==> src/hrlp_pkg.sv <==
// ----------------------------------------------------------------------------
// hrlp_pkg
// Shared widths, character codes, status codes and offset slot indexes for
// the HTTP request line parser.
// ----------------------------------------------------------------------------
package hrlp_pkg;

	// Width of the running byte position and of the stored offsets.
	localparam int POSITION_BITS = 16;
	// Width of every offset and count field on the result channel.
	localparam int FIELD_W       = 16;
	localparam int URI_W         = 16;
	localparam int N_OFS         = 6;

	// Configuration port geometry.
	localparam int PADDR_W       = 3;
	localparam int PDATA_W       = 32;
	localparam int REG_IDX_W     = PADDR_W - 2;

	localparam logic [REG_IDX_W-1:0] REG_URI_LIMIT = REG_IDX_W'(0);
	localparam logic [URI_W-1:0]     URI_LIMIT_RST = URI_W'(1024);

	localparam logic [7:0] CH_UPPER_A = 8'h41;
	localparam logic [7:0] CH_UPPER_Z = 8'h5A;
	localparam logic [7:0] CH_CR      = 8'h0D;
	localparam logic [7:0] CH_LF      = 8'h0A;
	localparam logic [7:0] CH_SPACE   = 8'h20;
	localparam logic [7:0] CH_SLASH   = 8'h2F;
	localparam logic [7:0] CH_UPPER_H = 8'h48;

	// Offset slots, also the bit order of the captured mask.
	localparam int OFS_MB = 0;
	localparam int OFS_MF = 1;
	localparam int OFS_PB = 2;
	localparam int OFS_PF = 3;
	localparam int OFS_VB = 4;
	localparam int OFS_VF = 5;

	typedef enum logic [1:0] {
		ST_OK         = 2'd0,
		ST_BAD_METHOD = 2'd1,
		ST_URI_LONG   = 2'd2,
		ST_BAD_BLANK  = 2'd3
	} status_t;

	typedef logic [POSITION_BITS-1:0] pos_t;

endpackage

==> src/hrlp_in_if.sv <==
// ----------------------------------------------------------------------------
// hrlp_in_if
// Byte channel into the parser: one request buffer byte and its last flag.
// ----------------------------------------------------------------------------
interface hrlp_in_if;
	logic       valid;
	logic       ready;
	logic [7:0] data_byte;
	logic       last;

	modport source (output valid, output data_byte, output last, input ready);
	modport sink   (input valid, input data_byte, input last, output ready);
endinterface

==> src/hrlp_out_if.sv <==
// ----------------------------------------------------------------------------
// hrlp_out_if
// Result channel of the parser: status, recorded offsets and buffer summary.
// ----------------------------------------------------------------------------
interface hrlp_out_if import hrlp_pkg::*; ();
	logic               valid;
	logic               ready;
	status_t            status;
	logic [FIELD_W-1:0] method_begin;
	logic [FIELD_W-1:0] method_finish;
	logic [FIELD_W-1:0] path_begin;
	logic [FIELD_W-1:0] path_finish;
	logic [FIELD_W-1:0] version_begin;
	logic [FIELD_W-1:0] version_finish;
	logic [N_OFS-1:0]   captured_mask;
	logic [FIELD_W-1:0] bytes_consumed;
	logic               reached_done;

	modport source (
		output valid, output status,
		output method_begin, output method_finish,
		output path_begin, output path_finish,
		output version_begin, output version_finish,
		output captured_mask, output bytes_consumed, output reached_done,
		input ready
	);
	modport sink (
		input valid, input status,
		input method_begin, input method_finish,
		input path_begin, input path_finish,
		input version_begin, input version_finish,
		input captured_mask, input bytes_consumed, input reached_done,
		output ready
	);
endinterface

==> src/hrlp_cfg.sv <==
// ----------------------------------------------------------------------------
// hrlp_cfg
// APB register slave holding the URI length limit.
// ----------------------------------------------------------------------------
module hrlp_cfg import hrlp_pkg::*; (
	input  logic               clk,
	input  logic               arst_n,
	input  logic               psel,
	input  logic               penable,
	input  logic               pwrite,
	input  logic [PADDR_W-1:0] paddr,
	input  logic [PDATA_W-1:0] pwdata,
	output logic [PDATA_W-1:0] prdata,
	output logic               pready,
	output logic [URI_W-1:0]   uri_limit
);

	logic [URI_W-1:0]     uri_limit_q;
	logic [REG_IDX_W-1:0] reg_idx;
	logic                 wr_en;

	assign reg_idx = paddr[PADDR_W-1:2];
	assign pready  = 1'b1;
	assign wr_en   = psel && penable && pwrite;

	always_ff @(posedge clk or negedge arst_n) begin
		if (!arst_n) begin
			uri_limit_q <= URI_LIMIT_RST;
		end else if (wr_en && reg_idx == REG_URI_LIMIT) begin
			uri_limit_q <= pwdata[URI_W-1:0];
		end
	end

	// Addresses past the register list read as zero.
	assign prdata    = (reg_idx == REG_URI_LIMIT) ?
		{{(PDATA_W-URI_W){1'b0}}, uri_limit_q} : '0;
	assign uri_limit = uri_limit_q;

endmodule

==> src/http_request_line_parser_unit.sv <==
// ----------------------------------------------------------------------------
// http_request_line_parser_unit
// Byte-serial scanner for an HTTP request line and its terminating blank line.
// Path: a byte accepted from the channel waits in the input register, and
// its result word is loaded into the result register and shown on the output.
// Throughput: one byte per cycle; the phase step is a single short
// decode. A result word that the receiver holds back keeps the next byte in
// the input register until the word is taken.
// Reset: arst_n clears the phase machine, counters and pipeline valids, and
// loads the URI limit with 1024.
// ----------------------------------------------------------------------------
module http_request_line_parser_unit import hrlp_pkg::*; (
	input  logic               clk,
	input  logic               arst_n,
	hrlp_in_if.sink            req,
	hrlp_out_if.source         res,
	input  logic               psel,
	input  logic               penable,
	input  logic               pwrite,
	input  logic [PADDR_W-1:0] paddr,
	input  logic [PDATA_W-1:0] pwdata,
	output logic [PDATA_W-1:0] prdata,
	output logic               pready
);

	// Phases of the request scan. The method, URI and version phases each
	// have an entry phase that decides between the expected opening byte
	// and the fall-through case.
	typedef enum logic [3:0] {
		PH_START,
		PH_METHOD,
		PH_BEFORE_URI,
		PH_URI,
		PH_BEFORE_VERSION,
		PH_VERSION,
		PH_LINE_CR,
		PH_LINE_DONE,
		PH_BLANK_CR,
		PH_DONE
	} phase_t;

	logic [URI_W-1:0] uri_limit;

	hrlp_cfg u_cfg (
		.clk       (clk),
		.arst_n    (arst_n),
		.psel      (psel),
		.penable   (penable),
		.pwrite    (pwrite),
		.paddr     (paddr),
		.pwdata    (pwdata),
		.prdata    (prdata),
		.pready    (pready),
		.uri_limit (uri_limit)
	);

	// ---------------------------------------------------------------- input
	// The input register decouples the byte channel from the scan step.
	logic       valid_s1;
	logic [7:0] byte_s1;
	logic       last_s1;
	logic       res_valid_q;
	logic       adv;

	// The scan step fires when a byte waits in the input register and the
	// result register is empty or being drained in this cycle.
	assign adv       = valid_s1 && (!res_valid_q || res.ready);
	assign req.ready = !valid_s1 || adv;

	always_ff @(posedge clk or negedge arst_n) begin
		if (!arst_n) begin
			valid_s1 <= 1'b0;
			byte_s1  <= '0;
			last_s1  <= 1'b0;
		end else if (req.ready) begin
			valid_s1 <= req.valid;
			byte_s1  <= req.data_byte;
			last_s1  <= req.last;
		end
	end

	// ----------------------------------------------------------- scan state
	phase_t           phase_q;
	logic [URI_W-1:0] uri_cnt_q;
	pos_t             pos_q;
	pos_t             ofs_q [N_OFS];
	logic [N_OFS-1:0] ofs_valid_q;
	logic             skip_q;

	// Result register.
	status_t            status_q;
	logic [FIELD_W-1:0] res_ofs_q [N_OFS];
	logic [N_OFS-1:0]   mask_q;
	logic [FIELD_W-1:0] consumed_q;
	logic               done_q;

	// ----------------------------------------------------------- phase step
	phase_t           phase_n;
	logic [URI_W-1:0] uri_cnt_n;
	logic [N_OFS-1:0] rec;
	status_t          err;
	logic             is_upper;
	pos_t             pos_n;
	logic [N_OFS-1:0] ofs_valid_n;
	logic [FIELD_W-1:0] ofs_view [N_OFS];
	logic             res_load;

	assign is_upper = (byte_s1 >= CH_UPPER_A) && (byte_s1 <= CH_UPPER_Z);
	assign pos_n    = pos_q + pos_t'(1);

	always_comb begin
		phase_n   = phase_q;
		uri_cnt_n = uri_cnt_q;
		rec       = '0;
		err       = ST_OK;
		case (phase_q)
			PH_START: begin
				rec[OFS_MB] = 1'b1;
				// A bare CR or LF up front skips straight to the blank line.
				if (byte_s1 == CH_CR || byte_s1 == CH_LF) begin
					phase_n = PH_LINE_DONE;
				end else if (!is_upper) begin
					err = ST_BAD_METHOD;
				end else begin
					phase_n = PH_METHOD;
				end
			end
			PH_METHOD: begin
				if (byte_s1 == CH_SPACE) begin
					rec[OFS_MF] = 1'b1;
					phase_n     = PH_BEFORE_URI;
				end else if (!is_upper) begin
					err = ST_BAD_METHOD;
				end
			end
			PH_BEFORE_URI, PH_URI: begin
				if (phase_q == PH_BEFORE_URI && byte_s1 == CH_SLASH) begin
					rec[OFS_PB] = 1'b1;
					phase_n     = PH_URI;
				end else begin
					// Any other byte counts as URI, even before a slash.
					if (byte_s1 == CH_SPACE) begin
						rec[OFS_PF] = 1'b1;
						phase_n     = PH_BEFORE_VERSION;
					end
					if (uri_cnt_q > uri_limit) begin
						err = ST_URI_LONG;
					end else if (uri_cnt_q != '1) begin
						uri_cnt_n = uri_cnt_q + URI_W'(1);
					end
				end
			end
			PH_BEFORE_VERSION, PH_VERSION: begin
				if (phase_q == PH_BEFORE_VERSION && byte_s1 == CH_UPPER_H) begin
					rec[OFS_VB] = 1'b1;
					phase_n     = PH_VERSION;
				end else if (byte_s1 == CH_CR) begin
					rec[OFS_VF] = 1'b1;
					phase_n     = PH_LINE_CR;
				end
			end
			PH_LINE_CR: begin
				// Without the LF the scan keeps waiting for it.
				if (byte_s1 == CH_LF) begin
					phase_n = PH_LINE_DONE;
				end
			end
			PH_LINE_DONE: begin
				if (byte_s1 == CH_CR) begin
					phase_n = PH_BLANK_CR;
				end else begin
					err = ST_BAD_BLANK;
				end
			end
			PH_BLANK_CR: begin
				if (byte_s1 == CH_LF) begin
					phase_n = PH_DONE;
				end else begin
					err = ST_BAD_BLANK;
				end
			end
			default: begin
				// Done: trailing bytes are ignored until the buffer ends.
			end
		endcase
	end

	assign ofs_valid_n = ofs_valid_q | rec;

	// A result word is loaded for the first error of a buffer and for the
	// final byte of a buffer that is not being dropped.
	assign res_load = adv && !skip_q && (err != ST_OK || last_s1);

	// Offsets as the result word shows them: a slot recorded by this byte
	// carries the current position, a slot never recorded reads zero.
	always_comb begin
		for (int i = 0; i < N_OFS; i++) begin
			if (rec[i]) begin
				ofs_view[i] = FIELD_W'(pos_q);
			end else if (ofs_valid_q[i]) begin
				ofs_view[i] = FIELD_W'(ofs_q[i]);
			end else begin
				ofs_view[i] = '0;
			end
		end
	end

	// State and result register. The end of a buffer, whether it produces a
	// result or is dropped after an error, returns the scan to its start.
	always_ff @(posedge clk or negedge arst_n) begin
		if (!arst_n) begin
			phase_q     <= PH_START;
			uri_cnt_q   <= '0;
			pos_q       <= '0;
			ofs_valid_q <= '0;
			skip_q      <= 1'b0;
			res_valid_q <= 1'b0;
			status_q    <= ST_OK;
			mask_q      <= '0;
			consumed_q  <= '0;
			done_q      <= 1'b0;
			for (int i = 0; i < N_OFS; i++) begin
				ofs_q[i]     <= '0;
				res_ofs_q[i] <= '0;
			end
		end else begin
			if (res_load) begin
				res_valid_q <= 1'b1;
			end else if (res.ready) begin
				res_valid_q <= 1'b0;
			end
			if (adv) begin
				if (skip_q) begin
					if (last_s1) begin
						phase_q     <= PH_START;
						uri_cnt_q   <= '0;
						pos_q       <= '0;
						ofs_valid_q <= '0;
						skip_q      <= 1'b0;
					end
				end else begin
					for (int i = 0; i < N_OFS; i++) begin
						if (rec[i]) begin
							ofs_q[i] <= pos_q;
						end
					end
					if (res_load) begin
						status_q    <= err;
						mask_q      <= ofs_valid_n;
						for (int i = 0; i < N_OFS; i++) begin
							res_ofs_q[i] <= ofs_view[i];
						end
						if (err != ST_OK) begin
							consumed_q <= '0;
							done_q     <= 1'b0;
						end else begin
							consumed_q <= FIELD_W'(pos_n);
							done_q     <= (phase_n == PH_DONE);
						end
					end
					if (last_s1) begin
						phase_q     <= PH_START;
						uri_cnt_q   <= '0;
						pos_q       <= '0;
						ofs_valid_q <= '0;
						skip_q      <= 1'b0;
					end else begin
						phase_q     <= phase_n;
						uri_cnt_q   <= uri_cnt_n;
						pos_q       <= pos_n;
						ofs_valid_q <= ofs_valid_n;
						skip_q      <= (err != ST_OK);
					end
				end
			end
		end
	end

	// ---------------------------------------------------------------- output
	assign res.valid          = res_valid_q;
	assign res.status         = status_q;
	assign res.method_begin   = res_ofs_q[OFS_MB];
	assign res.method_finish  = res_ofs_q[OFS_MF];
	assign res.path_begin     = res_ofs_q[OFS_PB];
	assign res.path_finish    = res_ofs_q[OFS_PF];
	assign res.version_begin  = res_ofs_q[OFS_VB];
	assign res.version_finish = res_ofs_q[OFS_VF];
	assign res.captured_mask  = mask_q;
	assign res.bytes_consumed = consumed_q;
	assign res.reached_done   = done_q;

	// ------------------------------------------------------------ assertions
	// A byte dropped after an error never produces a result word.
	a_skip_silent: assert property (@(posedge clk) disable iff (!arst_n)
		adv && skip_q && !res_valid_q |=> !res_valid_q)
		else $error("result produced while dropping bytes after an error");

	// The final byte of a buffer always returns the scan to its start.
	a_last_clears: assert property (@(posedge clk) disable iff (!arst_n)
		adv && last_s1 |=> phase_q == PH_START && pos_q == '0 &&
			ofs_valid_q == '0 && !skip_q && uri_cnt_q == '0)
		else $error("scan state not cleared at the end of a buffer");

	// An error word carries no length and no completion flag.
	a_err_fields: assert property (@(posedge clk) disable iff (!arst_n)
		res_valid_q && status_q != ST_OK |-> consumed_q == '0 && !done_q)
		else $error("error word with length or completion set");

	// An error always leaves the scan either dropping bytes or restarted.
	a_err_skip: assert property (@(posedge clk) disable iff (!arst_n)
		adv && !skip_q && err != ST_OK && !last_s1 |=> skip_q)
		else $error("error did not enter the drop mode");

endmodule
==> src/flat_wrapper.sv <==
// flat-port wrapper written by rule: the top's interface ports become plain ports
module http_request_line_parser_unit_flat import hrlp_pkg::*;
  (clk, arst_n, psel, penable, pwrite, paddr, pwdata, prdata, pready, req_valid, req_data_byte, req_last, req_ready, res_valid, res_status, res_method_begin, res_method_finish, res_path_begin, res_path_finish, res_version_begin, res_version_finish, res_captured_mask, res_bytes_consumed, res_reached_done, res_ready);
  hrlp_in_if req_i ();
  hrlp_out_if res_i ();
  input  logic clk;
  input  logic arst_n;
  input  logic psel;
  input  logic penable;
  input  logic pwrite;
  input  logic [PADDR_W-1:0] paddr;
  input  logic [PDATA_W-1:0] pwdata;
  output logic [PDATA_W-1:0] prdata;
  output logic pready;
  input wire logic [$bits(req_i.valid)-1:0] req_valid;
  input wire logic [$bits(req_i.data_byte)-1:0] req_data_byte;
  input wire logic [$bits(req_i.last)-1:0] req_last;
  output wire logic [$bits(req_i.ready)-1:0] req_ready;
  output wire logic [$bits(res_i.valid)-1:0] res_valid;
  output wire logic [$bits(res_i.status)-1:0] res_status;
  output wire logic [$bits(res_i.method_begin)-1:0] res_method_begin;
  output wire logic [$bits(res_i.method_finish)-1:0] res_method_finish;
  output wire logic [$bits(res_i.path_begin)-1:0] res_path_begin;
  output wire logic [$bits(res_i.path_finish)-1:0] res_path_finish;
  output wire logic [$bits(res_i.version_begin)-1:0] res_version_begin;
  output wire logic [$bits(res_i.version_finish)-1:0] res_version_finish;
  output wire logic [$bits(res_i.captured_mask)-1:0] res_captured_mask;
  output wire logic [$bits(res_i.bytes_consumed)-1:0] res_bytes_consumed;
  output wire logic [$bits(res_i.reached_done)-1:0] res_reached_done;
  input wire logic [$bits(res_i.ready)-1:0] res_ready;
  assign req_i.valid = req_valid;
  assign req_i.data_byte = req_data_byte;
  assign req_i.last = req_last;
  assign req_ready = req_i.ready;
  assign res_valid = res_i.valid;
  assign res_status = res_i.status;
  assign res_method_begin = res_i.method_begin;
  assign res_method_finish = res_i.method_finish;
  assign res_path_begin = res_i.path_begin;
  assign res_path_finish = res_i.path_finish;
  assign res_version_begin = res_i.version_begin;
  assign res_version_finish = res_i.version_finish;
  assign res_captured_mask = res_i.captured_mask;
  assign res_bytes_consumed = res_i.bytes_consumed;
  assign res_reached_done = res_i.reached_done;
  assign res_i.ready = res_ready;
  http_request_line_parser_unit u_core (.clk(clk), .arst_n(arst_n), .req(req_i), .res(res_i), .psel(psel), .penable(penable), .pwrite(pwrite), .paddr(paddr), .pwdata(pwdata), .prdata(prdata), .pready(pready));
endmodule
==> config.mk <==
export PLATFORM = sky130hd
export DESIGN_NAME = http_request_line_parser_unit_flat
export DESIGN_NICKNAME = d
export VERILOG_FILES = /design/src/hrlp_pkg.sv /design/src/hrlp_in_if.sv /design/src/hrlp_out_if.sv /design/src/hrlp_cfg.sv /design/src/http_request_line_parser_unit.sv /design/src/flat_wrapper.sv
export SDC_FILE = /design/constraint.sdc
export NUM_CORES = 1
export LEC_CHECK = 0
export BUFFER_PORTS_ARGS = -buffer_cell sky130_fd_sc_hd__buf_2
export CAP_MARGIN = 5
export CORE_ASPECT_RATIO = 1.4
export CORE_UTILIZATION = 57
export CTS_CLUSTER_DIAMETER = 120
export DETAILED_ROUTE_END_ITERATION = 10
export PLACE_DENSITY = 0.8
export RECOVER_POWER = 25
export SYNTH_ARGS = -nofsm -noshare
export SYNTH_HDL_FRONTEND = slang
export SYNTH_SLANG_ARGS = --single-unit
==> constraint.sdc <==
create_clock -name clk -period 2.9 [get_ports clk]
set_input_delay 0.29 -clock clk [delete_from_list [all_inputs] [get_ports clk]]
set_output_delay 0.29 -clock clk [all_outputs]
set_load 0.01 [all_outputs]
======== Yosys cells after proc, flatten, opt, wreduce, memory -nomap -nowiden ========
Index checks and enable logic that the tools add are counted.
storage, ports and cells
  logic and storage cells ................. 148
  bits of input ports ..................... 51
  output and inout port bits .............. 156
  flip-flop bits (word level) ............. 287
operators by class
  magnitude comparators ................... 3
  add/sub/neg operators ................... 2
  reductions and logical operators ........ 32
  bitwise logic cells ..................... 3
  equal/unequal tests ..................... 18
  mux-type cells .......................... 64
operators with widths
  operator                                                                              count
  16-bit 2-to-1 mux                                                                     23
  4-bit 2-to-1 mux                                                                      13
  16-bit by 1-bit adder with 16-bit output (second input constant)                      2
  4-bit one-hot mux with 7 select lines                                                 1
  3-bit AND reduction                                                                   7
  6-bit 2-to-1 mux                                                                      3
  4-bit by 3-bit == test with 1-bit output (second input constant)                      4
  8-bit by 4-bit == test with 1-bit output (second input constant)                      2
  8-bit by 6-bit == test with 1-bit output (second input constant)                      2
  16-bit greater-than comparator                                                        1
  1-bit 2-to-1 mux                                                                      16
  16-bit != test (second input constant)                                                1
  2-bit 2-to-1 mux                                                                      7
  2-bit one-hot mux with 5 select lines                                                 1
  1-bit logical AND                                                                     9
  4-bit by 2-bit == test with 1-bit output (second input constant)                      2
  4-bit == test (second input constant)                                                 2
  8-bit by 7-bit == test with 1-bit output (second input constant)                      1
  8-bit by 7-bit greater-or-equal comparator with 1-bit output (second input constant)  1
  8-bit by 7-bit <= comparator with 1-bit output (second input constant)                1
  2-bit nonzero test                                                                    4
  2-bit by 1-bit != test with 1-bit output (second input constant)                      3
  6-bit OR                                                                              1
  6-bit AND reduction                                                                   1
  7 further kinds                                                                       14

======== Longest topological paths before layout ========
  word-level depth ........................ 9
  mapped depth ............................ 11
  depth with buffers taken out ............ 9

======== Cells and area by module ========
Synthesis repeated with hierarchy kept, for this count alone.
second synthesis, totals
  cells, all modules ...................... 1337
  area total of the unflattened synthesis .. 13789.5 µm²
modules (own cells, without submodules)
  module                         cells an instance  instances  area an instance (µm²)  sequential area each (µm²)
  http_request_line_parser_unit  1267               1          12888.6                 6781.5
  hrlp_cfg                       70                 1          900.9                   401.6

======== Least setup slack after synthesis ========
No wires, ideal clock.
  path type ............................... register -> register
  from .................................... reg u_core.u_cfg.uri_limit_q[10], in the netlist u_core.u_cfg.uri_limit[10]
  to ...................................... reg u_core.consumed_q[7], in the netlist u_core.res.bytes_consumed[7]
  stages on the path, launching flop included .. 12
  library setup time ...................... 75 ps
  clock period less this slack ............ 2678 ps
  data arrival time ....................... 2604 ps
  setup slack ............................. 222 ps
  path buffers ............................ 2
  data required time ...................... 2825 ps
  cells stage by stage .................... dfstp_2 -> inv_1 -> ha_1 -> nand2_1 -> nor3_1 -> or3_1 -> o31a_1 -> and2_1 -> or3_1 -> buf_2 -> buf_2 -> o2bb2ai_2
on the way
  cells in the longest elaborated chain, start to end .. 8
  elaborated cells on any way between the ends .. 9
  classes of those cells .................. 1 x order compare; 4 x mux; 4 x reduce/logical
ends and longest elaborated chain
  element                                  line                                                                        text
  from (decl)                              hrlp_cfg.sv:18                                                              logic [URI_W-1:0] uri_limit_q;
  from (signal assigned)                   hrlp_cfg.sv:30                                                              uri_limit_q <= pwdata[URI_W-1:0];
  16-bit greater-than comparator *         http_request_line_parser_unit.sv:146                                        if (uri_cnt_q > uri_limit) begin
  2-bit 2-to-1 mux *                       http_request_line_parser_unit.sv:146
  2-bit 2-to-1 mux *                       http_request_line_parser_unit.sv:137                                        if (phase_q == PH_BEFORE_URI && byte_s1 == CH_SLASH) begin
  2-bit one-hot mux with 5 select lines *  http_request_line_parser_unit.sv:116                                        case (phase_q)
  2-bit nonzero test *                     http_request_line_parser_unit.sv:192, http_request_line_parser_unit.sv:253
  1-bit logical OR                         http_request_line_parser_unit.sv:192                                        assign res_load = adv && !skip_q && (err != ST_OK || last_s1);
  1-bit logical AND                        http_request_line_parser_unit.sv:192
  3-bit AND reduction (no source line)     n/a
  to (signal assigned)                     http_request_line_parser_unit.sv:257                                        consumed_q <= FIELD_W'(pos_n);
  to (decl)                                http_request_line_parser_unit.sv:94                                         logic [FIELD_W-1:0] consumed_q;
Mark *: on every way between the ends. The rest lies on a longest branch, timed or not.
A chain may end at the register's enable or synchronous reset.

======== Worst setup path in the final report ========
  from .................................... reg u_core.u_cfg.uri_limit_q[10], in the netlist u_core.u_cfg.uri_limit[10]
  to ...................................... reg u_core.uri_cnt_q[13]
on the way
  cells in the longest elaborated chain, start to end .. 3
ends and longest elaborated chain
  element                                                    line                                  text
  16-bit greater-than comparator                             http_request_line_parser_unit.sv:146
  2-bit by 1-bit != test with 1-bit output (no source line)  n/a
  6-bit AND reduction (no source line)                       n/a
  to (signal assigned)                                       http_request_line_parser_unit.sv:269  uri_cnt_q <= uri_cnt_n;
  to (decl)                                                  http_request_line_parser_unit.sv:84   logic [URI_W-1:0] uri_cnt_q;
Every way passes these cells.

==> results.yml <==
clocking:
  cts_tree: "built"
  cts_buffers: 27
  clockBufferDepth: 3
  root_buffer: "clkbuf_16"
  clkLatencyLatePin_ns: 0.54
  clock_sinks: 287
  cts_max_level: 1
  path_clk_slew_ns: 0.06
drt:
  antenna_left: 0
  viasPerCell: 6.16
  drc: 0
  drtPass1Iterations: 5
  dr_total_vias: 11200
  drtIter0Drc: 1205
  avgRoutedWirePerCell_um: 20.4
  routed_wl_um: 37300
die:
  dieHeight_um: 185
  dieArea_sq_um: 24600
  die-width_um: 133
  core_sq_um: 23400
  num_rows: 66
  ios: 207
  start_util: 0.585
setup_path:
  slowest_stage: "dfstp_2"
  startpoint_type: "register"
  cp-end-kind: "register"
  crit_fanout: 19
  reg2regPathDepth: 10
  crit_required_ns: 3.38
  worst-setup-path-type: "reg2reg"
  crit_path_frequent_cell: "nand2_1"
  crit_chain: "inv_1, ha_1, nand2_1, nor3_1, or3_1, o31a_1, buf_4, or2_2, or4_1, nand2_1"
  startpoint: "u_core.u_cfg.uri_limit[10]"
  cp.arrival_ns: 3.29
  r2r-end: "u_core.uri_cnt_q[13]"
  crit_path_max_incr_delay_ns: 0.53
  worst-path-buf-inv: 2
  rr_startpoint: "u_core.u_cfg.uri_limit[10]"
  crit_family: "simple AND/OR/NAND/NOR gates"
  r2r_setup_slack_ns: 0.09
placed_design:
  portBuffers: 171
  hpwl_um: 24100
  gp_congestion: 0.882
  placed_cell_area_sq_um: 14900
  dpl_worst_slack_ns: -0.000691
  dp_cells: 1747
synthesis:
  synthTopCellsByArea: "dfrtp_1 (52%), mux2_2 (9.6%), o21ai_0 (6.3%)"
  synth_area_leader_cell: "dfrtp_1"
  syn_inst: 1330
  syn_avg_cell_area_sq_um: 10.3
  synth-seq-cells: 287
  synth_edf_count: 0
  synth_ff_type: "dfrtp_1"
  netlist.area_leader.share: 0.524
  ys_types: 61
  seq_area_frac_synth: 0.526
  synthArstFlopShare: 1.00
  synth_warnings: 0
  synth_area_sq_um: 13700
finish:
  final_cells: 1823
  fillers: 1745
  mostFrequentLayoutCell: "dfrtp_1"
  fin_area_sq_um: 16100
  syn_to_final_growth_pct: 17.6
  final_net_count: 1568
  final_util: 0.688
  drive_gt1_frac: 0.268
  final_cell_mix: "dfrtp_1 (285), o21ai_0 (169), buf_2 (148)"
  n_antenna_cell: 0
timing:
  grt_setup_unrepaired: "true"
  fin_worst_skew_ns: 0.00934
  hold-worst-slack_ns: 0.190
  slew-limit-headroom: 0.146
  setup_viol: 0
  post-route-period-util: 0.969
  fmax_mhz: 356
  maxSlewViolCount: 0
  finalCriticalPeriod_ns: 2.81
  finalSetupTns_ns: 0
  hold_viol: 0
  tightest_slew_ns: 1.28
  layout_setup_ws_ns: 0.0902
min_path:
  whs_path_depth: 3
  min_to: "u_core.res.valid"
  min_from: "res_ready"
  hp-class: "in2reg"
pwr:
  p_int_mw: 6.77
  power-per-cell-area_nw_per_um2: 590
  leakage_nw: 7.98
  switching_power_mw: 2.72
  vdd_drop_max_v: 0.000492
  power_frac_comb: 0.158
  switching_share: 0.287
  clkPwrFrac: 0.386
  total_power_mw: 9.49
  seq_power_share: 0.456
global_route:
  grt_use_total: 0.304
  grt_use_met1: 0.391
  grt_util_met2: 0.504
  use_met3: 0.0405
  grt_pass1_wl_um: 58300
  grt_max_degree: 115
  antenna_found_initial: 0
  grt_overflow_total: 0
  grt_pass1_vias: 10900
  grt_busiest_layer: "met2"
status:
  status: "complete, no violations"
job:
  drv_cap: 0
[worst register-to-register path, delay by kind of cell, from the launching register on]
| kind | cells | cell delay [ns] |
|---|---|---|
| AND/OR/NAND/NOR | 6 | 1.34 |
| flip-flops | 1 | 0.53 |
| AO/OA/AOI/OAI | 1 | 0.32 |
| adder cells (fa/ha/maj) | 1 | 0.29 |
| buffers and inverters | 2 | 0.28 |
[routing by layer]
layer	routed length (um)	share of wire
met5	0	0
met4	1960	0.053
met3	2850	0.076
met2	18200	0.49
met1	14300	0.38
[registers in the layout, summed over array words and instances, names as in the netlist, 2 cells and up]
name,count
u_core.res.status,2
u_core.ofs_q,96
u_core.res.captured_mask,6
u_core.res.version_finish,16
u_core.res.method_finish,16
u_core.res.path_begin,16
u_core.res.version_begin,16
u_core.byte_s1,8
u_core.res.path_finish,16
u_core.ofs_valid_q,6
u_core.pos_q,16
u_core.res.method_begin,16
u_core.u_cfg.uri_limit,16
u_core.uri_cnt_q,16
u_core.phase_q,4
u_core.res.bytes_consumed,16
[power by group through the flow]
stage | clock network [mW] | registers, mW | logic [mW]
floorplan | 0 | 4.34 | 0.945
global placement | 0 | 4.38 | 1.40
detailed placement | 0 | 4.39 | 1.44
CTS | 3.71 | 4.32 | 1.47
global route | 3.87 | 4.34 | 1.61
finish | 3.67 | 4.32 | 1.50
[how the worst max path moves through the flow]
stage / slack, ns / endpoint / depth (start not counted)
2_1_floorplan: 0.22 / u_core.res.bytes_consumed[7] / 11
5_1_grt: -0.02 / u_core.uri_cnt_q[13] / 10
3_5_place_dp: -0.0007 / u_core.res.method_begin[8] / 8
4_1_cts: 0.02 / u_core.res.method_begin[9] / 8
6_report: 0.09 / u_core.uri_cnt_q[13] / 10
3_3_place_gp: 0.09 / u_core.res.method_begin[11] / 10
[repair_timing]
action | 4_1_cts | 5_1_grt
setup endpoints to repair | 6 | 108
pin swaps | 0 | 3
buffers inserted | 0 | 1
gates cloned | 0 | 1
hold buffers | 27 | 0
hold endpoints to repair | 73 | 0
resized for setup | 1 | 10
[logic make-up after synthesis]
family,after synthesis,synth area share
simple gates,315,0.124
compound gates,417,0.173
xor+xnor,17,0.0109
other cells,2,0.000550
fa+ha+maj,18,0.0165
buf+inv,156,0.0529
flops,287,0.526
mux,118,0.0972
[cell usage after synthesis, types with 3 or more instances]
library cell,instances
a22o_1,3
mux2_2,117
xnor2_1,12
buf_2,15
nand3_1,20
and4_1,3
or4_1,3
a31oi_1,7
nor2b_1,5
buf_4,25
nor3_1,8
or3_1,15
a21o_1,4
nand2b_1,5
dfrtp_1,286
xor2_1,5
ha_1,18
nor2_1,67
o21ai_0,171
nand2_1,50
o22ai_1,3
buf_1,5
or2_2,3
nand3b_1,4
a21oi_1,113
o21ai_1,76
buf_6,3
nand4_1,6
and2_1,6
and3_1,106
clkbuf_1,85
o31ai_1,6
nor3b_1,3
inv_1,21
o2bb2ai_2,15
[final cells by class]
cell class	count	area, sq um	area share
clock buffers	30	717	0.0446
clock inverters	17	200	0.0125
multi-input cells	902	5850	0.364
inverters	21	78.8	0.00490
well taps	306	383	0.0238
repair buffers	260	1660	0.103
flip-flops and latches	287	7180	0.447
No activity file was read; power rests on OpenSTA's default activity.
